**src/rtl/core/hcue_pkg.sv**
```systemverilog
`timescale 1ns / 1ps
// shared types and constants of the hi-res control change emitter core
// no dependencies

package hcue_pkg;

  // level fixed point: 2^FracBits is full scale
  localparam int FracBits  = 24;
  localparam int LevelW    = FracBits + 1;
  localparam int IncW      = 26;
  localparam int SumW      = ((LevelW + 1 > IncW) ? LevelW + 1 : IncW) + 1;
  localparam int ScaledW   = LevelW + 16;
  localparam int RoomW     = 3;

  localparam logic [LevelW-1:0]  LevelFull  = {1'b1, {FracBits{1'b0}}};
  localparam logic [ScaledW-1:0] ScaledHalf = {{(ScaledW-FracBits){1'b0}},
                                               1'b1, {(FracBits-1){1'b0}}};

  // queue between front and back
  localparam int QDepth = 2;
  localparam int QPtrW  = $clog2(QDepth);
  localparam int QCntW  = $clog2(QDepth + 1);

  // configuration register indexes
  localparam int CfgIdxW = 2;
  localparam int CfgDataW = 7;
  localparam logic [CfgIdxW-1:0] CfgUmpGroup  = 2'd0;
  localparam logic [CfgIdxW-1:0] CfgMidiChan  = 2'd1;
  localparam logic [CfgIdxW-1:0] CfgCtrlNum   = 2'd2;

  // message codes
  localparam logic [3:0] MtMidi1Cv  = 4'h2;
  localparam logic [3:0] MtMidi2Cv  = 4'h4;
  localparam logic [3:0] StatusCc   = 4'hB;
  localparam logic [6:0] CcLsbOffset = 7'h20;
  localparam logic [31:0] WideNone   = 32'hFFFF_FFFF;
  localparam logic [15:0] NarrowNone = 16'hFFFF;

  typedef struct packed {
    logic [3:0] group_id;
    logic [3:0] midi_channel;
    logic [6:0] controller_number;
  } hcue_cfg_t;

  typedef struct packed {
    logic [LevelW-1:0] level;
    logic              link_up;
    logic              wide_mode;
    logic [RoomW-1:0]  free_words;
  } hcue_item_t;

  typedef struct packed {
    logic [7:0] byte0;
    logic [7:0] byte1;
    logic [7:0] byte2;
    logic [7:0] byte3;
    logic       last_word;
  } hcue_word_t;

  typedef struct packed {
    logic             valid;
    logic             full;
    logic [QCntW-1:0] count;
  } hcue_qstat_t;

  typedef struct packed {
    logic pend_valid;
  } hcue_bstat_t;

endpackage

```
**src/rtl/core/hcue_fifo.sv**
```systemverilog
`timescale 1ns / 1ps
// short item queue between the front and back parts
// depends on hcue_pkg

module hcue_fifo (
  input  logic                clk_i,
  input  logic                rst_ni,
  input  logic                push_i,
  input  hcue_pkg::hcue_item_t push_data_i,
  input  logic                pop_i,
  output hcue_pkg::hcue_item_t pop_data_o,
  output hcue_pkg::hcue_qstat_t stat_o
);
  import hcue_pkg::*;

  hcue_item_t       mem_q [QDepth];
  logic [QPtrW-1:0] wptr_q, wptr_d;
  logic [QPtrW-1:0] rptr_q, rptr_d;
  logic [QCntW-1:0] cnt_q, cnt_d;
  logic             do_push, do_pop;

  assign do_push = push_i && (cnt_q != QCntW'(QDepth));
  assign do_pop  = pop_i && (cnt_q != '0);

  always_comb begin
    wptr_d = wptr_q;
    rptr_d = rptr_q;
    cnt_d  = cnt_q;
    if (do_push) begin
      wptr_d = (wptr_q == QPtrW'(QDepth - 1)) ? '0 : wptr_q + 1'b1;
    end
    if (do_pop) begin
      rptr_d = (rptr_q == QPtrW'(QDepth - 1)) ? '0 : rptr_q + 1'b1;
    end
    case ({do_push, do_pop})
      2'b10:   cnt_d = cnt_q + 1'b1;
      2'b01:   cnt_d = cnt_q - 1'b1;
      default: cnt_d = cnt_q;
    endcase
  end

  always_ff @(posedge clk_i or negedge rst_ni) begin
    if (!rst_ni) begin
      wptr_q <= '0;
      rptr_q <= '0;
      cnt_q  <= '0;
    end else begin
      wptr_q <= wptr_d;
      rptr_q <= rptr_d;
      cnt_q  <= cnt_d;
    end
  end

  always_ff @(posedge clk_i) begin
    if (do_push) begin
      mem_q[wptr_q] <= push_data_i;
    end
  end

  assign pop_data_o   = mem_q[rptr_q];
  assign stat_o.valid = (cnt_q != '0);
  assign stat_o.full  = (cnt_q == QCntW'(QDepth));
  assign stat_o.count = cnt_q;

endmodule

```
**src/rtl/core/hcue_front.sv**
```systemverilog
`timescale 1ns / 1ps
// front part: accepts items, accumulates and clamps the knob level
// depends on hcue_pkg

module hcue_front (
  input  logic                       clk_i,
  input  logic                       rst_ni,
  input  logic                       in_valid_i,
  output logic                       in_ready_o,
  input  logic [hcue_pkg::IncW-1:0]  increment_i,
  input  logic                       link_up_i,
  input  logic                       wide_mode_i,
  input  logic [hcue_pkg::RoomW-1:0] free_words_i,
  input  hcue_pkg::hcue_qstat_t      qstat_i,
  output logic                       push_o,
  output hcue_pkg::hcue_item_t       push_data_o
);
  import hcue_pkg::*;

  logic [LevelW-1:0]   level_q, level_d;
  logic signed [SumW-1:0] sum;
  logic                accept;

  assign in_ready_o = !qstat_i.full;
  assign accept     = in_valid_i && in_ready_o;

  always_comb begin
    sum = $signed({{(SumW-LevelW){1'b0}}, level_q})
        + $signed({{(SumW-IncW){increment_i[IncW-1]}}, increment_i});
    if (sum[SumW-1]) begin
      level_d = '0;
    end else if (sum > $signed({{(SumW-LevelW){1'b0}}, LevelFull})) begin
      level_d = LevelFull;
    end else begin
      level_d = sum[LevelW-1:0];
    end
  end

  always_ff @(posedge clk_i or negedge rst_ni) begin
    if (!rst_ni) begin
      level_q <= '0;
    end else if (accept) begin
      level_q <= level_d;
    end
  end

  assign push_o                 = accept;
  assign push_data_o.level      = level_d;
  assign push_data_o.link_up    = link_up_i;
  assign push_data_o.wide_mode  = wide_mode_i;
  assign push_data_o.free_words = free_words_i;

endmodule

```
**src/rtl/core/hcue_back.sv**
```systemverilog
`timescale 1ns / 1ps
// back part: rounds the level, filters repeats, builds and sends the words
// depends on hcue_pkg

module hcue_back (
  input  logic                  clk_i,
  input  logic                  rst_ni,
  input  hcue_pkg::hcue_cfg_t   cfg_i,
  input  hcue_pkg::hcue_qstat_t qstat_i,
  input  hcue_pkg::hcue_item_t  item_i,
  output logic                  pop_o,
  output logic                  out_valid_o,
  input  logic                  out_ready_i,
  output hcue_pkg::hcue_word_t  word_o,
  output hcue_pkg::hcue_bstat_t stat_o
);
  import hcue_pkg::*;

  logic        out_valid_q, out_valid_d;
  hcue_word_t  out_q, out_d;
  logic        pend_valid_q, pend_valid_d;
  hcue_word_t  pend_q, pend_d;
  logic [31:0] last_wide_q, last_wide_d;
  logic [15:0] last_narrow_q, last_narrow_d;

  logic               out_free;
  logic [ScaledW-1:0] scaled;
  logic [15:0]        v16;
  logic [13:0]        v14;
  logic [31:0]        v32;
  logic [7:0]         status;
  hcue_word_t         wide0, wide1, narrow0, narrow1;

  assign out_free = !out_valid_q || out_ready_i;
  assign pop_o    = qstat_i.valid && out_free && !pend_valid_q;

  // level * 65535 rounded half up
  assign scaled = {item_i.level, 16'h0000} - {16'h0000, item_i.level} + ScaledHalf;
  assign v16    = scaled[FracBits+15:FracBits];
  assign v14    = v16[15:2];
  assign v32    = {v16, v16};
  assign status = {StatusCc, cfg_i.midi_channel};

  always_comb begin
    wide0   = '{byte0: {MtMidi2Cv, cfg_i.group_id}, byte1: status,
                byte2: {1'b0, cfg_i.controller_number}, byte3: 8'h00,
                last_word: 1'b0};
    wide1   = '{byte0: v16[15:8], byte1: v16[7:0], byte2: v16[15:8],
                byte3: v16[7:0], last_word: 1'b1};
    narrow0 = '{byte0: {MtMidi1Cv, cfg_i.group_id}, byte1: status,
                byte2: {1'b0, cfg_i.controller_number}, byte3: {1'b0, v14[13:7]},
                last_word: (item_i.free_words == 3'd1)};
    narrow1 = '{byte0: {MtMidi1Cv, cfg_i.group_id}, byte1: status,
                byte2: {1'b0, cfg_i.controller_number + CcLsbOffset},
                byte3: {1'b0, v14[6:0]}, last_word: 1'b1};
  end

  always_comb begin
    out_valid_d   = out_valid_q && !out_ready_i;
    out_d         = out_q;
    pend_valid_d  = pend_valid_q;
    pend_d        = pend_q;
    last_wide_d   = last_wide_q;
    last_narrow_d = last_narrow_q;
    if (pend_valid_q) begin
      // second word of a packet goes out right behind the first
      if (out_free) begin
        out_valid_d  = 1'b1;
        out_d        = pend_q;
        pend_valid_d = 1'b0;
      end
    end else if (pop_o && item_i.link_up) begin
      if (item_i.wide_mode) begin
        if (v32 != last_wide_q) begin
          last_wide_d   = v32;
          last_narrow_d = NarrowNone;
          if (item_i.free_words >= 3'd2) begin
            out_valid_d  = 1'b1;
            out_d        = wide0;
            pend_valid_d = 1'b1;
            pend_d       = wide1;
          end
        end
      end else begin
        if ({2'b00, v14} != last_narrow_q) begin
          last_narrow_d = {2'b00, v14};
          last_wide_d   = WideNone;
          if (item_i.free_words != 3'd0) begin
            out_valid_d = 1'b1;
            out_d       = narrow0;
          end
          if (item_i.free_words >= 3'd2) begin
            pend_valid_d = 1'b1;
            pend_d       = narrow1;
          end
        end
      end
    end
  end

  always_ff @(posedge clk_i or negedge rst_ni) begin
    if (!rst_ni) begin
      out_valid_q   <= 1'b0;
      pend_valid_q  <= 1'b0;
      last_wide_q   <= WideNone;
      last_narrow_q <= NarrowNone;
    end else begin
      out_valid_q   <= out_valid_d;
      pend_valid_q  <= pend_valid_d;
      last_wide_q   <= last_wide_d;
      last_narrow_q <= last_narrow_d;
    end
  end

  always_ff @(posedge clk_i) begin
    out_q  <= out_d;
    pend_q <= pend_d;
  end

  assign out_valid_o       = out_valid_q;
  assign word_o            = out_q;
  assign stat_o.pend_valid = pend_valid_q;

endmodule

```
**src/rtl/core/hires_cc_ump_emitter_core.sv**
```systemverilog
`timescale 1ns / 1ps
// channel      | handshake              | payload
// input item   | in_valid_i / in_ready_o | increment_i link_up_i wide_mode_i free_words_i
// result word  | out_valid_o / out_ready_i | byte0_o..byte3_o last_word_o
// config write | cfg_we_i                | cfg_idx_i cfg_wdata_i
//
// an item is taken every cycle while the two-entry queue has room; the back
// part emits one word per cycle through its output register while the
// output is not stalled, and an item that sends a two-word packet holds the
// back part until its second word has moved into the output register. the
// first word passes through the queue and the output register. reset clears
// level, queue and last values. output stalls back up through the queue to in_ready_o.
// top level of the hi-res control change emitter; depends on hcue_pkg,
// hcue_front, hcue_fifo, hcue_back

module hires_cc_ump_emitter_core (
  input  logic                          clk_i,
  input  logic                          rst_ni,
  input  logic                          cfg_we_i,
  input  logic [hcue_pkg::CfgIdxW-1:0]  cfg_idx_i,
  input  logic [hcue_pkg::CfgDataW-1:0] cfg_wdata_i,
  input  logic                          in_valid_i,
  output logic                          in_ready_o,
  input  logic [hcue_pkg::IncW-1:0]     increment_i,
  input  logic                          link_up_i,
  input  logic                          wide_mode_i,
  input  logic [hcue_pkg::RoomW-1:0]    free_words_i,
  output logic                          out_valid_o,
  input  logic                          out_ready_i,
  output logic [7:0]                    byte0_o,
  output logic [7:0]                    byte1_o,
  output logic [7:0]                    byte2_o,
  output logic [7:0]                    byte3_o,
  output logic                          last_word_o
);
  import hcue_pkg::*;

  hcue_cfg_t   cfg_q;
  hcue_qstat_t qstat;
  hcue_bstat_t bstat;
  hcue_item_t  push_data, head;
  hcue_word_t  word;
  logic        push, pop;

  always_ff @(posedge clk_i or negedge rst_ni) begin
    if (!rst_ni) begin
      cfg_q.group_id          <= 4'd0;
      cfg_q.midi_channel      <= 4'd0;
      cfg_q.controller_number <= 7'd1;
    end else if (cfg_we_i) begin
      case (cfg_idx_i)
        CfgUmpGroup: cfg_q.group_id          <= cfg_wdata_i[3:0];
        CfgMidiChan: cfg_q.midi_channel      <= cfg_wdata_i[3:0];
        CfgCtrlNum:  cfg_q.controller_number <= cfg_wdata_i[6:0];
        default:     cfg_q <= cfg_q;
      endcase
    end
  end

  hcue_front u_front (
    .clk_i        (clk_i),
    .rst_ni       (rst_ni),
    .in_valid_i   (in_valid_i),
    .in_ready_o   (in_ready_o),
    .increment_i  (increment_i),
    .link_up_i    (link_up_i),
    .wide_mode_i  (wide_mode_i),
    .free_words_i (free_words_i),
    .qstat_i      (qstat),
    .push_o       (push),
    .push_data_o  (push_data)
  );

  hcue_fifo u_fifo (
    .clk_i       (clk_i),
    .rst_ni      (rst_ni),
    .push_i      (push),
    .push_data_i (push_data),
    .pop_i       (pop),
    .pop_data_o  (head),
    .stat_o      (qstat)
  );

  hcue_back u_back (
    .clk_i       (clk_i),
    .rst_ni      (rst_ni),
    .cfg_i       (cfg_q),
    .qstat_i     (qstat),
    .item_i      (head),
    .pop_o       (pop),
    .out_valid_o (out_valid_o),
    .out_ready_i (out_ready_i),
    .word_o      (word),
    .stat_o      (bstat)
  );

  assign byte0_o     = word.byte0;
  assign byte1_o     = word.byte1;
  assign byte2_o     = word.byte2;
  assign byte3_o     = word.byte3;
  assign last_word_o = word.last_word;

  // a held second word always sits behind a visible first word
  assert property (@(posedge clk_i) disable iff (!rst_ni)
    bstat.pend_valid |-> out_valid_o)
    else $error("second word pending without first word on output");

  // a packet's words leave on consecutive transactions
  assert property (@(posedge clk_i) disable iff (!rst_ni)
    out_valid_o && out_ready_i && !last_word_o |=> out_valid_o && last_word_o)
    else $error("second word of packet did not follow");

  // queue never overfills
  assert property (@(posedge clk_i) disable iff (!rst_ni)
    qstat.count <= QCntW'(QDepth))
    else $error("item queue count out of range");

  // nothing is popped while a second word waits
  assert property (@(posedge clk_i) disable iff (!rst_ni)
    bstat.pend_valid |-> !pop)
    else $error("queue popped while packet incomplete");

endmodule

```
**config.mk**
```make
export PLATFORM = sky130hd
export DESIGN_NAME = hires_cc_ump_emitter_core
export DESIGN_NICKNAME = d
export VERILOG_FILES = /design/src/rtl/core/hcue_pkg.sv /design/src/rtl/core/hcue_fifo.sv /design/src/rtl/core/hcue_front.sv /design/src/rtl/core/hcue_back.sv /design/src/rtl/core/hires_cc_ump_emitter_core.sv
export SDC_FILE = /design/constraint.sdc
export NUM_CORES = 1
export LEC_CHECK = 0
export BUFFER_PORTS_ARGS = -buffer_cell sky130_fd_sc_hd__buf_4
export CORE_ASPECT_RATIO = 0.5
export CORE_MARGIN = 5
export CORE_UTILIZATION = 56
export CTS_BUF_LIST = sky130_fd_sc_hd__clkbuf_16
export DETAILED_ROUTE_END_ITERATION = 8
export HOLD_SLACK_MARGIN = 0.06
export PLACE_DENSITY_LB_ADDON = 0.15
export SYNTH_ARGS = -nofsm -noshare
export SYNTH_HDL_FRONTEND = slang
export SYNTH_SLANG_ARGS = --single-unit
```
**constraint.sdc**
```tcl
create_clock -name clk_i -period 17.6 [get_ports clk_i]
set_clock_uncertainty 0.1 [all_clocks]
set_input_delay 2.64 -clock clk_i [delete_from_list [all_inputs] [get_ports clk_i]]
set_output_delay 2.64 -clock clk_i [all_outputs]
set_load 0.03 [all_outputs]
```
==> flow_summary.toml <==
[logic_synthesis]
synth_area_leaders = "edfxtp_1, dfrtp_1, dfstp_2"
synth_most_common_cell = "nand2_1"
synth_seq_area_share_pct = 46.1
synth_top_area_share_pct = 30.1
synth_top_family_by_area = "compound AO/OA/AOI/OAI gates"
muxShareOfSynthArea_pct = 8.69
synth.distinct_cells = 88
synth_compound_area_share_pct = 15.8
yosys.area_share.simple_pct = 14.4
synth_xor_area_share_pct = 5.00
synth_edf_count = 123
async_flop_share_pct = 38.5
synthAdderAreaFrac_pct = 6.58
synth_commonest_cells = "nand2_1, edfxtp_1, nor2_1"
synth_area_per_cell_um2 = 10.6
postSynthNetCount = 1269
ys_ff_latch = 200
synth_warnings = 0
synth_flop_cell = "edfxtp_1"
syn-cell-area_um2 = 12300
yosysTopAreaCell = "edfxtp_1"
syn_inst = 1160

[detailed_routing]
wire_per_inst_um = 19.6
vias = 9199
dr.pass1.iters = 5
via_per_inst = 6.02
drt_iter0_markers = 954
drc_errors = 0
ant_nets = 0
wl_um = 29900

[timing]
worstMarginPinSlew_ns = 0.914
period_minus_slack_ns = 6.30
setup_viol_count_final = 0
setup_slack_ns = 11.30
drv_slew = 0
fin_crit_sh_pct = 35.8
tns_ns = 0
rsz0062_at_grt = "no"
fmax_ghz = 0.159
worst_hold_slack_ns = 0.393
timing_hold_violations_final = 0
relSlewSlack_pct = 38.8

[cells_and_area]
antennaDiodeCount = 0
drive_gt1_share_pct = 18.5
nets = 1323
fillers = 1768
area_growth_pct = 11.8

[critical_path]
slowest_delay_ns = 0.70
critical_path_class = "flop to flop"
worst-path-buf-inv = 3
cp_cell_sequence = "buf_4 -> mux2i_1 -> ha_1 -> ha_1 -> a21o_1 -> a211oi_1 -> nor2_1 -> a311oi_4 -> a21oi_1 -> or4b_2 -> o2111ai_1 -> nor4_2 -> a221oi_2 -> a21oi_4 -> buf_4 -> o22ai_2 -> buf_4"
arrival_ns = 6.30
cp.required_ns = 17.60
crit_path_start_kind = "flop"
path_common_cell = "buf_4"
cpMaxStageDelayCell = "or4b_2"
critical_path.top_delay_family = "compound AO/OA/AOI/OAI gates"
path_max_fanout = 35
end_kind = "flop"

[clock_tree]
clkTransAtPathRegs_ns = 0.07
cts_tree = "yes"
hold_buffers = 0
clk_latency_ns = 0.45
ctsRootBufferMaster = "clkbuf_16"
cts_buffer_depth = 2
cts_max_level = 4
cts_buffers = 17
cts-resized-gates = 0
clock_sinks = 200
post_cts_buffers = 0

[global_routing]
grt_max_degree = 56
grt_pass1_wl_um = 48000
grt_pass1_vias = 8899
grt_use_total_pct = 24.4
antenna_found_initial = 0
grt_overflow = 0

[min_path]
hold_path_class = "flop to flop"

[flow_run]
maxCapViolations = 0

[run_status]
outcome = "finished clean"

[die]
core_area_um2 = 21600
initial_core_util_pct = 56.8
std_cell_rows = 38
die_area_um2 = 25200
die_w_um = 219
fp.dieH_um = 115
ios = 80

[placement]
preCtsSetupSlack_ns = 11.14
hpwl_um = 22400
place_congestion = 0.960
numPortBuffers = 79
worst paths after layout:
| kind | from | end | slack (ns) | cells past startpoint |
|---|---|---|---|---|
| setup / recovery | u_fifo.rptr_q | u_back.word_o[10] | 11.30 | 17 |
| hold / removal | u_fifo.cnt_q[1] | u_fifo.cnt_q[1] | 0.39 | 1 |
| setup reg to reg | u_fifo.rptr_q | u_back.word_o[10] | 11.30 | 17 |
| hold reg to reg | u_fifo.cnt_q[1] | u_fifo.cnt_q[1] | 0.39 | 1 |
| max in group asynchronous | rst_ni | cfg_q[4] | 14.38 | 2 |
| min in group asynchronous | rst_ni | u_front.level_q[19] | 1.98 | 1 |
kinds of logic (layout without fill, tap and decap cells):
kind of cell,Yosys count,count (layout)
adders and majority gates,64,64
DFF,200,200
xor gates and xnor gates,62,62
and+or+nand+nor,363,363
buffers and inverters,103,170
AOI/OAI and AO/OA,271,271
muxes,97,97
layout make-up:
| type | count | area [µm²] | area share [%] |
|---|---|---|---|
| clock buffer | 21 | 526 | 3.82 |
| clock inverter | 11 | 92.6 | 0.674 |
| inverter | 48 | 180 | 1.31 |
| multi-input combinational | 857 | 6230 | 45.4 |
| sequential | 200 | 5660 | 41.2 |
| tap | 300 | 375 | 2.73 |
| timing repair buffer | 90 | 676 | 4.92 |
worst reg2reg max path, stage by stage, from the launching register on:
cell	delay [ns]
dfrtp_1	0.57
buf_4	0.48
mux2i_1	0.54
ha_1	0.32
ha_1	0.37
a21o_1	0.21
a211oi_1	0.28
nor2_1	0.16
a311oi_4	0.52
a21oi_1	0.25
or4b_2	0.71
o2111ai_1	0.15
nor4_2	0.10
a221oi_2	0.33
a21oi_4	0.04
buf_4	0.28
o22ai_2	0.16
buf_4	0.39
metrics by stage:
step / instances / cell area, µm² / utilization, %
after floorplan: 1160 / 12300 / -
after CTS: 1527 / 13700 / 63.5
final: 1527 / 13700 / 63.5
after global placement: 1495 / 13100 / 60.7
after detailed placement: 1495 / 13100 / 60.7
after global routing: 1527 / 13700 / 63.5
per-layer routing:
| layer | wire length [µm] | track usage (%) | vias up |
|---|---|---|---|
| met2 | 13900 | 39.3 | 241 |
| met1 | 14100 | 34.8 | 4514 |
| met4 | 404 | 5.48 | 0 |
| li1 | - | - | 4415 |
| met3 | 1520 | 4.66 | 29 |
| met5 | 0 | 0 | - |
registers in the layout (all words and copies together) (netlist names):
signal,cells
u_back.word_o,32
u_back.last_narrow_q,15
u_fifo.wptr_q,1
u_fifo.cnt_q,2
cfg_q,15
u_back.last_wide_q,16
u_back.out_valid_o,1
u_front.level_q,25
u_fifo.rptr_q,1
u_fifo.mem_q,60
u_back.pend_q,31
u_back.stat_o,1
cells in the final DEF (no fill, tap or decap), types with 22 or more instances in the layout:
master / n
a21oi_1: 50
buf_4: 90
dfrtp_1: 45
dfstp_2: 32
edfxtp_1: 123
ha_1: 63
inv_1: 48
mux2_1: 25
mux2_2: 48
mux2i_1: 22
nand2_1: 128
nand3_1: 23
nor2_1: 80
o21ai_0: 50
o31ai_1: 27
xnor2_1: 35
xor2_1: 22
Power is not shown: default switching activity piles up to over one toggle a cycle in this logic, so the estimate is an artifact.
